`src/hdl/hdsp_pkg.sv`:
```
// Shared types, constants and name tables for the HTTP date string parser.
// No dependencies; imported by every module of the block.
package hdsp_pkg;

    localparam int TOKEN_BUFFER = 20;
    localparam int TLEN_W       = $clog2(TOKEN_BUFFER);
    localparam int NUM_FIELDS   = 7;
    localparam int FIELD_W      = 16;
    localparam int COUNT_W      = 3;
    localparam int OUT_BITS     = NUM_FIELDS * FIELD_W + COUNT_W;
    localparam int OUT_W        = ((OUT_BITS + 7) / 8) * 8;

    localparam logic [7:0] CH_NUL   = 8'h00;
    localparam logic [7:0] CH_TAB   = 8'h09;
    localparam logic [7:0] CH_LF    = 8'h0a;
    localparam logic [7:0] CH_VT    = 8'h0b;
    localparam logic [7:0] CH_FF    = 8'h0c;
    localparam logic [7:0] CH_CR    = 8'h0d;
    localparam logic [7:0] CH_SPACE = 8'h20;
    localparam logic [7:0] CH_PLUS  = 8'h2b;
    localparam logic [7:0] CH_COMMA = 8'h2c;
    localparam logic [7:0] CH_MINUS = 8'h2d;
    localparam logic [7:0] CH_ZERO  = 8'h30;
    localparam logic [7:0] CH_NINE  = 8'h39;
    localparam logic [7:0] CH_COLON = 8'h3a;
    localparam logic [7:0] CH_UPA   = 8'h41;
    localparam logic [7:0] CH_UPZ   = 8'h5a;

    localparam logic [23:0] DAY_NAMES [7] = '{
        "sun", "mon", "tue", "wed", "thu", "fri", "sat"
    };
    localparam logic [23:0] MON_NAMES [12] = '{
        "jan", "feb", "mar", "apr", "may", "jun",
        "jul", "aug", "sep", "oct", "nov", "dec"
    };

    // One character after classification, as it travels through the queue.
    typedef struct packed {
        logic       last;
        logic       stop;
        logic       sep;
        logic       digit;
        logic       ws;
        logic       sign;
        logic       minus;
        logic [3:0] digit_val;
        logic [7:0] lower;
    } hdsp_char_t;

    // Weekday names win over month names; the lowest table entry wins.
    function automatic logic [FIELD_W-1:0] match_name(input logic [23:0] key);
        logic [FIELD_W-1:0] v;
        v = '0;
        for (int i = 11; i >= 0; i--) begin
            if (key == MON_NAMES[i]) begin
                v = FIELD_W'(i + 1);
            end
        end
        for (int i = 6; i >= 0; i--) begin
            if (key == DAY_NAMES[i]) begin
                v = FIELD_W'(i);
            end
        end
        return v;
    endfunction

endpackage

```
`src/hdl/hdsp_front.sv`:
```
// Input side of the parser: takes stream words and classifies each character.
// Depends on hdsp_pkg; feeds hdsp_queue.
module hdsp_front
    import hdsp_pkg::*;
(
    input  logic       s_valid,
    input  logic [7:0] s_data,
    input  logic       s_last,
    output logic       s_ready,
    input  logic       q_full,
    output logic       q_push,
    output hdsp_char_t q_item
);

    logic [7:0] c;

    assign c       = s_data;
    assign s_ready = !q_full;
    assign q_push  = s_valid && !q_full;

    always_comb
    begin
        q_item.last      = s_last;
        q_item.stop      = (c == CH_NUL);
        q_item.sep       = (c == CH_SPACE) || (c == CH_COMMA) || (c == CH_COLON)
                           || (c == CH_LF);
        q_item.digit     = (c >= CH_ZERO) && (c <= CH_NINE);
        q_item.ws        = (c == CH_TAB) || (c == CH_VT) || (c == CH_FF) || (c == CH_CR);
        q_item.sign      = (c == CH_PLUS) || (c == CH_MINUS);
        q_item.minus     = (c == CH_MINUS);
        q_item.digit_val = 4'(c - CH_ZERO);
        q_item.lower     = ((c >= CH_UPA) && (c <= CH_UPZ)) ? (c + 8'd32) : c;
    end

endmodule

```
`src/hdl/hdsp_queue.sv`:
```
// Two-entry queue of classified characters between front and back.
// Depends on hdsp_pkg.
module hdsp_queue
    import hdsp_pkg::*;
(
    input  logic       clk,
    input  logic       rst_n,
    input  logic       push,
    input  hdsp_char_t push_item,
    output logic       full,
    output logic       not_empty,
    input  logic       pop,
    output hdsp_char_t head
);

    hdsp_char_t mem [2];
    logic       wr_ptr_reg;
    logic       rd_ptr_reg;
    logic [1:0] count_reg;

    assign full      = (count_reg == 2'd2);
    assign not_empty = (count_reg != 2'd0);
    assign head      = mem[rd_ptr_reg];

    always_ff @(posedge clk)
    begin
        if (push)
        begin
            mem[wr_ptr_reg] <= push_item;
        end
    end

    always_ff @(posedge clk or negedge rst_n)
    begin
        if (!rst_n)
        begin
            wr_ptr_reg <= 1'b0;
            rd_ptr_reg <= 1'b0;
            count_reg  <= 2'd0;
        end
        else
        begin
            if (push)
            begin
                wr_ptr_reg <= !wr_ptr_reg;
            end
            if (pop)
            begin
                rd_ptr_reg <= !rd_ptr_reg;
            end
            count_reg <= count_reg + 2'(push) - 2'(pop);
        end
    end

endmodule

```
`src/hdl/hdsp_back.sv`:
```
// Token engine: accumulates tokens, fills the seven date fields and holds
// the result word for the output stream. Depends on hdsp_pkg.
module hdsp_back
    import hdsp_pkg::*;
(
    input  logic             clk,
    input  logic             rst_n,
    input  logic             q_not_empty,
    input  hdsp_char_t       q_head,
    output logic             q_pop,
    output logic             out_valid,
    input  logic             out_ready,
    output logic [OUT_W-1:0] out_data
);

    typedef enum logic [1:0] {PH_LEAD, PH_DIGITS, PH_DONE} phase_t;

    logic [FIELD_W-1:0] field_reg  [NUM_FIELDS];
    logic [FIELD_W-1:0] field_next [NUM_FIELDS];
    logic [2:0]         index_reg, index_next;
    logic [TLEN_W-1:0]  tlen_reg, tlen_next;
    logic               has_digit_reg, has_digit_next;
    logic [7:0]         name_reg  [3];
    logic [7:0]         name_next [3];
    phase_t             phase_reg, phase_next;
    logic [FIELD_W-1:0] num_reg, num_next;
    logic               neg_reg, neg_next;
    logic               stopped_reg, stopped_next;
    logic               out_valid_reg;
    logic [OUT_W-1:0]   out_data_reg;

    hdsp_char_t         ch;
    logic               active;
    logic               take_digit;
    logic [FIELD_W-1:0] token_value;
    logic [OUT_W-1:0]   result;

    assign ch        = q_head;
    assign q_pop     = q_not_empty && !(ch.last && out_valid_reg && !out_ready);
    assign out_valid = out_valid_reg;
    assign out_data  = out_data_reg;

    always_comb
    begin
        field_next     = field_reg;
        index_next     = index_reg;
        tlen_next      = tlen_reg;
        has_digit_next = has_digit_reg;
        name_next      = name_reg;
        phase_next     = phase_reg;
        num_next       = num_reg;
        neg_next       = neg_reg;
        stopped_next   = stopped_reg || ch.stop;
        active         = !stopped_next && (index_reg < 3'(NUM_FIELDS));
        take_digit     = 1'b0;
        result         = '0;

        if (has_digit_reg)
        begin
            token_value = neg_reg ? (~num_reg + 16'd1) : num_reg;
        end
        else if (tlen_reg == TLEN_W'(3))
        begin
            token_value = match_name({name_reg[0], name_reg[1], name_reg[2]});
        end
        else
        begin
            token_value = '0;
        end

        if (active)
        begin
            if (ch.sep)
            begin
                if (tlen_reg != '0)
                begin
                    for (int i = 0; i < NUM_FIELDS; i++)
                    begin
                        if (index_reg == 3'(i))
                        begin
                            field_next[i] = token_value;
                        end
                    end
                    index_next = index_reg + 3'd1;
                end
                tlen_next      = '0;
                has_digit_next = 1'b0;
                name_next      = '{default: 8'd0};
                phase_next     = PH_LEAD;
                num_next       = '0;
                neg_next       = 1'b0;
            end
            else if (tlen_reg < TLEN_W'(TOKEN_BUFFER - 1))
            begin
                if (ch.digit)
                begin
                    has_digit_next = 1'b1;
                end
                if (tlen_reg < TLEN_W'(3))
                begin
                    name_next[tlen_reg[1:0]] = ch.lower;
                end
                case (phase_reg)
                    PH_LEAD:
                    begin
                        if (ch.sign)
                        begin
                            neg_next   = ch.minus;
                            phase_next = PH_DIGITS;
                        end
                        else if (!ch.ws)
                        begin
                            take_digit = 1'b1;
                        end
                    end
                    PH_DIGITS:
                    begin
                        take_digit = 1'b1;
                    end
                    default:
                    begin
                        take_digit = 1'b0;
                    end
                endcase
                if (take_digit)
                begin
                    if (ch.digit)
                    begin
                        num_next   = (num_reg << 3) + (num_reg << 1)
                                     + FIELD_W'(ch.digit_val);
                        phase_next = PH_DIGITS;
                    end
                    else
                    begin
                        phase_next = PH_DONE;
                    end
                end
                tlen_next = tlen_reg + TLEN_W'(1);
            end
        end

        for (int i = 0; i < NUM_FIELDS; i++)
        begin
            result[i*FIELD_W +: FIELD_W] = field_next[i];
        end
        result[NUM_FIELDS*FIELD_W +: COUNT_W] = index_next;

        // End of string: the result word is taken and the engine starts over.
        if (ch.last)
        begin
            field_next     = '{default: '0};
            index_next     = '0;
            tlen_next      = '0;
            has_digit_next = 1'b0;
            name_next      = '{default: 8'd0};
            phase_next     = PH_LEAD;
            num_next       = '0;
            neg_next       = 1'b0;
            stopped_next   = 1'b0;
        end
    end

    always_ff @(posedge clk or negedge rst_n)
    begin
        if (!rst_n)
        begin
            field_reg     <= '{default: '0};
            index_reg     <= '0;
            tlen_reg      <= '0;
            has_digit_reg <= 1'b0;
            name_reg      <= '{default: 8'd0};
            phase_reg     <= PH_LEAD;
            num_reg       <= '0;
            neg_reg       <= 1'b0;
            stopped_reg   <= 1'b0;
            out_valid_reg <= 1'b0;
        end
        else
        begin
            if (q_pop)
            begin
                field_reg     <= field_next;
                index_reg     <= index_next;
                tlen_reg      <= tlen_next;
                has_digit_reg <= has_digit_next;
                name_reg      <= name_next;
                phase_reg     <= phase_next;
                num_reg       <= num_next;
                neg_reg       <= neg_next;
                stopped_reg   <= stopped_next;
            end
            if (q_pop && ch.last)
            begin
                out_valid_reg <= 1'b1;
            end
            else if (out_ready)
            begin
                out_valid_reg <= 1'b0;
            end
        end
    end

    always_ff @(posedge clk)
    begin
        if (q_pop && ch.last)
        begin
            out_data_reg <= result;
        end
    end

endmodule

```
`src/hdl/http_date_string_parser.sv`:
```
// HTTP date string parser: one character per word in, one result word per string out.
// The result word is registered when the back end takes the last character from the queue.
// Throughput: one character per cycle, one token step each, while s_axis_tready is high.
// A new string may stream in while the previous result still waits to be taken.
// Reset (rst_n, asynchronous, active low) empties the queue and clears all fields.
// Depends on hdsp_pkg, hdsp_front, hdsp_queue and hdsp_back.
module http_date_string_parser
    import hdsp_pkg::*;
(
    input  logic             clk,
    input  logic             rst_n,
    input  logic             s_axis_tvalid,
    output logic             s_axis_tready,
    input  logic [7:0]       s_axis_tdata,   // [7:0] char_in
    input  logic             s_axis_tlast,   // is_last
    output logic             m_axis_tvalid,
    input  logic             m_axis_tready,
    output logic [OUT_W-1:0] m_axis_tdata    // weekday, day, month, year, hour, minute,
                                             // second (16 bits each), fields_found (3 bits),
                                             // zero padding
);

    // The front classifies each character (separator, digit, sign, whitespace,
    // stop byte, lower-case form) and pushes it into a short queue.
    hdsp_char_t push_item;
    hdsp_char_t head_item;
    logic       push;
    logic       pop;
    logic       q_full;
    logic       q_not_empty;

    hdsp_front u_front (
        .s_valid (s_axis_tvalid),
        .s_data  (s_axis_tdata),
        .s_last  (s_axis_tlast),
        .s_ready (s_axis_tready),
        .q_full  (q_full),
        .q_push  (push),
        .q_item  (push_item)
    );

    // The queue lets the input keep streaming while the back end waits for
    // the output side to take a finished result.
    hdsp_queue u_queue (
        .clk       (clk),
        .rst_n     (rst_n),
        .push      (push),
        .push_item (push_item),
        .full      (q_full),
        .not_empty (q_not_empty),
        .pop       (pop),
        .head      (head_item)
    );

    // The back end builds tokens, stores the fields and registers the result.
    // It stalls only on the last character of a string while the previous
    // result is still held in the output register.
    hdsp_back u_back (
        .clk         (clk),
        .rst_n       (rst_n),
        .q_not_empty (q_not_empty),
        .q_head      (head_item),
        .q_pop       (pop),
        .out_valid   (m_axis_tvalid),
        .out_ready   (m_axis_tready),
        .out_data    (m_axis_tdata)
    );

endmodule
```
`config.mk`:
```
export PLATFORM = sky130hd
export DESIGN_NAME = http_date_string_parser
export DESIGN_NICKNAME = d
export VERILOG_FILES = /design/src/hdl/hdsp_pkg.sv /design/src/hdl/hdsp_front.sv /design/src/hdl/hdsp_queue.sv /design/src/hdl/hdsp_back.sv /design/src/hdl/http_date_string_parser.sv
export SDC_FILE = /design/constraint.sdc
export NUM_CORES = 1
export LEC_CHECK = 0
export ABC_AREA = 1
export BUFFER_PORTS_ARGS = -buffer_cell sky130_fd_sc_hd__buf_2
export CORE_ASPECT_RATIO = 2
export CORE_MARGIN = 2
export CORE_UTILIZATION = 45
export CTS_CLUSTER_DIAMETER = 200
export DETAILED_ROUTE_END_ITERATION = 8
export GPL_TIMING_DRIVEN = 0
export SLEW_MARGIN = 20
export SYNTH_ARGS = -nofsm -noshare
export SYNTH_HDL_FRONTEND = slang
export SYNTH_SLANG_ARGS = --single-unit
```
`constraint.sdc`:
```
create_clock -name clk -period 8.5 [get_ports clk]
set_clock_uncertainty 0.2 [all_clocks]
set_input_delay 0.85 -clock clk [delete_from_list [all_inputs] [get_ports clk]]
set_output_delay 0.85 -clock clk [all_outputs]
set_load 0.05 [all_outputs]
```
==> flow_summary.yaml <==
outcome:
  status: "completed"
clocking:
  htree_levels: 1
  cts_setup_buffers: 0
  cts.sinks: 315
  cts_root_buffer: "clkbuf_16"
  clockBufferDepth: 3
  cts.clk_slew.worst_paths_ns: 0.08
  numCtsBuffers: 28
  cts-hold-fix-buffers: 1
  cts_resized: 0
  insertion_delay_ns: 0.59
  cts_tree: "built"
logic_synthesis:
  synth_area_leaders: "edfxtp_1 29%, dfrtp_1 28%, nand2_1 10%, o21ai_0 6.2%, inv_1 5.3%"
  syn-cell-area_um2: 15000
  syn_inst: 1636
  seq_area_frac_synth_pct: 57.2
  avgSynthCellArea_um2: 9.19
  synth_commonest_cells: "399 x nand2_1, 214 x inv_1, 186 x o21ai_0"
  synth.distinct_cells: 58
  async_flop_share_pct: 54.0
  synth_area_leader_cell: "edfxtp_1"
  synth_edf_count: 145
  synth_warnings: 0
  synth-seq-cells: 315
  synth.most_common_cell: "nand2_1"
  synth_top_area_share_pct: 28.9
  synth-main-ff-cell: "dfrtp_1"
critical_path:
  crit_required_ns: 8.73
  rrSetupSlack_ns: 4.78
  path_delay_family: "buffers and inverters"
  ff2ff_path_depth: 19
  path_class: "register to register"
  worstSetupPathDepth: 19
  worstSetupStartpointType: "register"
  worstPathMaxFanout: 10
  r2r-start: "u_queue.rd_ptr_reg"
  slowest_delay_ns: 0.47
  cp.buffers_inverters: 5
  worst-endpoint-arrival_ns: 3.95
  crit_chain: "buf_6 -> clkbuf_1 -> nand2_1 -> nand2_1 -> ha_1 -> ha_1 -> inv_1 -> fa_1 -> inv_1 -> a31oi_1 -> inv_1 -> nand2_1 -> nand2_1 -> nand2_1 -> nand2_1 -> a21oi_1 -> or2_2 -> nand3_1 -> o21ai_0"
  critPathSlowestCell: "fa_1"
  endpoint: "u_back.num_reg[12]"
  crit_start: "u_queue.rd_ptr_reg"
  cp-end-kind: "register"
  worstReg2RegEnd: "u_back.num_reg[12]"
  crit_top_cell: "nand2_1"
cells_and_area:
  fillCellCount: 3056
  drive_above_1_share_pct: 13.8
  syn_to_final_growth_pct: 15.5
  nets: 1858
  largest_reg_flops: 115
  insertedDiodeCount: 0
floorplan:
  core_area_um2: 32900
  die_w_um: 133
  die-area_um2: 35000
  die_h_um: 263
  initial_core_util_pct: 45.7
  ios: 135
  row_count: 94
sta:
  slew_violations: 0
  finalSetupTns_ns: 0
  hold_viol_final: 0
  fmax_mhz: 269
  tightest_slew_ns: 1.16
  fin_crit_sh_pct: 43.7
  slew_headroom_pct: 21.9
  grt_setup_unrepaired: "no"
  min_period_ns: 3.72
  setup_viol: 0
pwr:
  p_sw_mw: 3.06
  p_comb_share_pct: 43.8
  p_seq_share_pct: 35.0
  leakagePower_nw: 8.34
  swShare_pct: 46.8
  power_mw: 6.54
  p_clk_share_pct: 21.3
  peakVddDrop_v: 0.000245
  power.density_nw_per_um2: 376
  p_int_mw: 3.48
detailed_routing:
  drt-pass1-iter-count: 5
  wirelength_um: 41500
  post_drt_wl_per_cell_um: 18.4
  drc_errors: 0
  drtIter0Drc: 751
  vias: 11800
  ant_nets: 0
  routed_via_density: 5.24
global_routing:
  grt_max_degree: 79
  grt_overflow: 0
  antenna_found_initial: 0
  track_usage_pct: 24.0
  grt_pass1_wl_um: 65100
  grt_pass1_vias: 11800
place:
  dpl.hpwl_um: 31400
  place_congestion: 0.878
  io_buffers: 129
job:
  max_cap_violations: 0
min_path:
  hold_class: "input port to register"
[worst reg2reg max path, delay by kind of cell (launching register included)]
family	cells	cell delay, ns
simple gates	8	0.92
buf+inv	5	0.92
fa+ha+maj	3	0.91
flops	1	0.35
compound gates	3	0.26
[per-layer routing]
layer | global-route usage (%) | wire [um]
met5 | 0 | 0
met1 | 25.2 | 14700
met2 | 46.8 | 23200
met3 | 2.14 | 1400
met4 | 11.4 | 2140
[cells in the final DEF, fill, tap and decap left out, types with 16 or more instances in the layout]
| cell type | n |
|---|---|
| a21oi_1 | 42 |
| buf_2 | 135 |
| clkbuf_1 | 40 |
| clkbuf_16 | 28 |
| dfrtp_1 | 170 |
| edfxtp_1 | 145 |
| ha_1 | 40 |
| inv_1 | 213 |
| nand2_1 | 399 |
| nand3_1 | 85 |
| nand4_1 | 18 |
| nor2_1 | 103 |
| nor3_1 | 16 |
| o21ai_0 | 185 |
| o22ai_1 | 30 |
| or2_2 | 19 |
[metrics by stage]
| step | instances | utilization, % | worst slack [ns] | hold WS (ns) | cell area, um2 |
|---|---|---|---|---|---|
| floorplan | 1640 | - | 4.30 | 0.242 | 15100 |
| global placement | 2201 | 49.3 | 3.14 | 0.254 | 16200 |
| detailed placement | 2204 | 49.6 | 4.77 | 0.258 | 16300 |
| CTS | 2257 | 52.8 | 4.75 | 0.251 | 17400 |
| global route | 2257 | 52.8 | 4.47 | 0.256 | 17400 |
| finish | 2257 | 52.8 | 4.78 | 0.271 | 17400 |
[power by group through the flow]
stage                     Clock, mW  Sequential, mW  Combinational, mW
after CTS                      1.42            2.29               2.89
after detailed placement          0            2.32               2.88
after floorplan                   0            3.23               1.13
after global routing           1.48            2.33               3.08
after global placement            0            2.36               2.82
final                          1.39            2.29               2.86
[area by class of cell]
cell class	instances	area [um2]	share of cell area, %
clock inverters	21	284	1.63
clock buffers	31	732	4.21
well taps	432	541	3.11
repair buffers	133	748	4.31
flip-flops and latches	315	8610	49.5
plain buffers	56	268	1.54
multi-input cells	1044	5340	30.7
inverters	225	853	4.91
[how the worst min path moves through the flow]
stage / from / endpoint / slack (ns) / cells past startpoint
after floorplan: u_back.field_reg[33] / u_back.field_reg[33] / 0.24 / 2
after global placement: u_back.field_reg[32] / u_back.field_reg[32] / 0.25 / 2
after detailed placement: u_back.field_reg[98] / u_back.field_reg[98] / 0.26 / 2
after CTS: s_axis_tlast / u_queue.mem[1][18] / 0.25 / 1
after global routing: s_axis_tlast / u_queue.mem[1][18] / 0.26 / 1
final: s_axis_tlast / u_queue.mem[1][18] / 0.27 / 1
[logic make-up (layout without fill, tap and decap cells)]
kind of cell / count (synthesis) / in the layout / share of synthesized area (%)
AND/OR/NAND/NOR: 668 / 668 / 18.9
AO/OA/AOI/OAI: 309 / 309 / 11.5
flip-flops: 315 / 315 / 57.2
buffers and inverters: 281 / 466 / 7.42
XOR/XNOR: 11 / 11 / 0.640
multiplexers: 9 / 9 / 0.599
other: 1 / 5 / 0.0249
adder cells (fa/ha/maj): 42 / 42 / 3.59
Note: power is estimated with default switching activity, not from simulation.
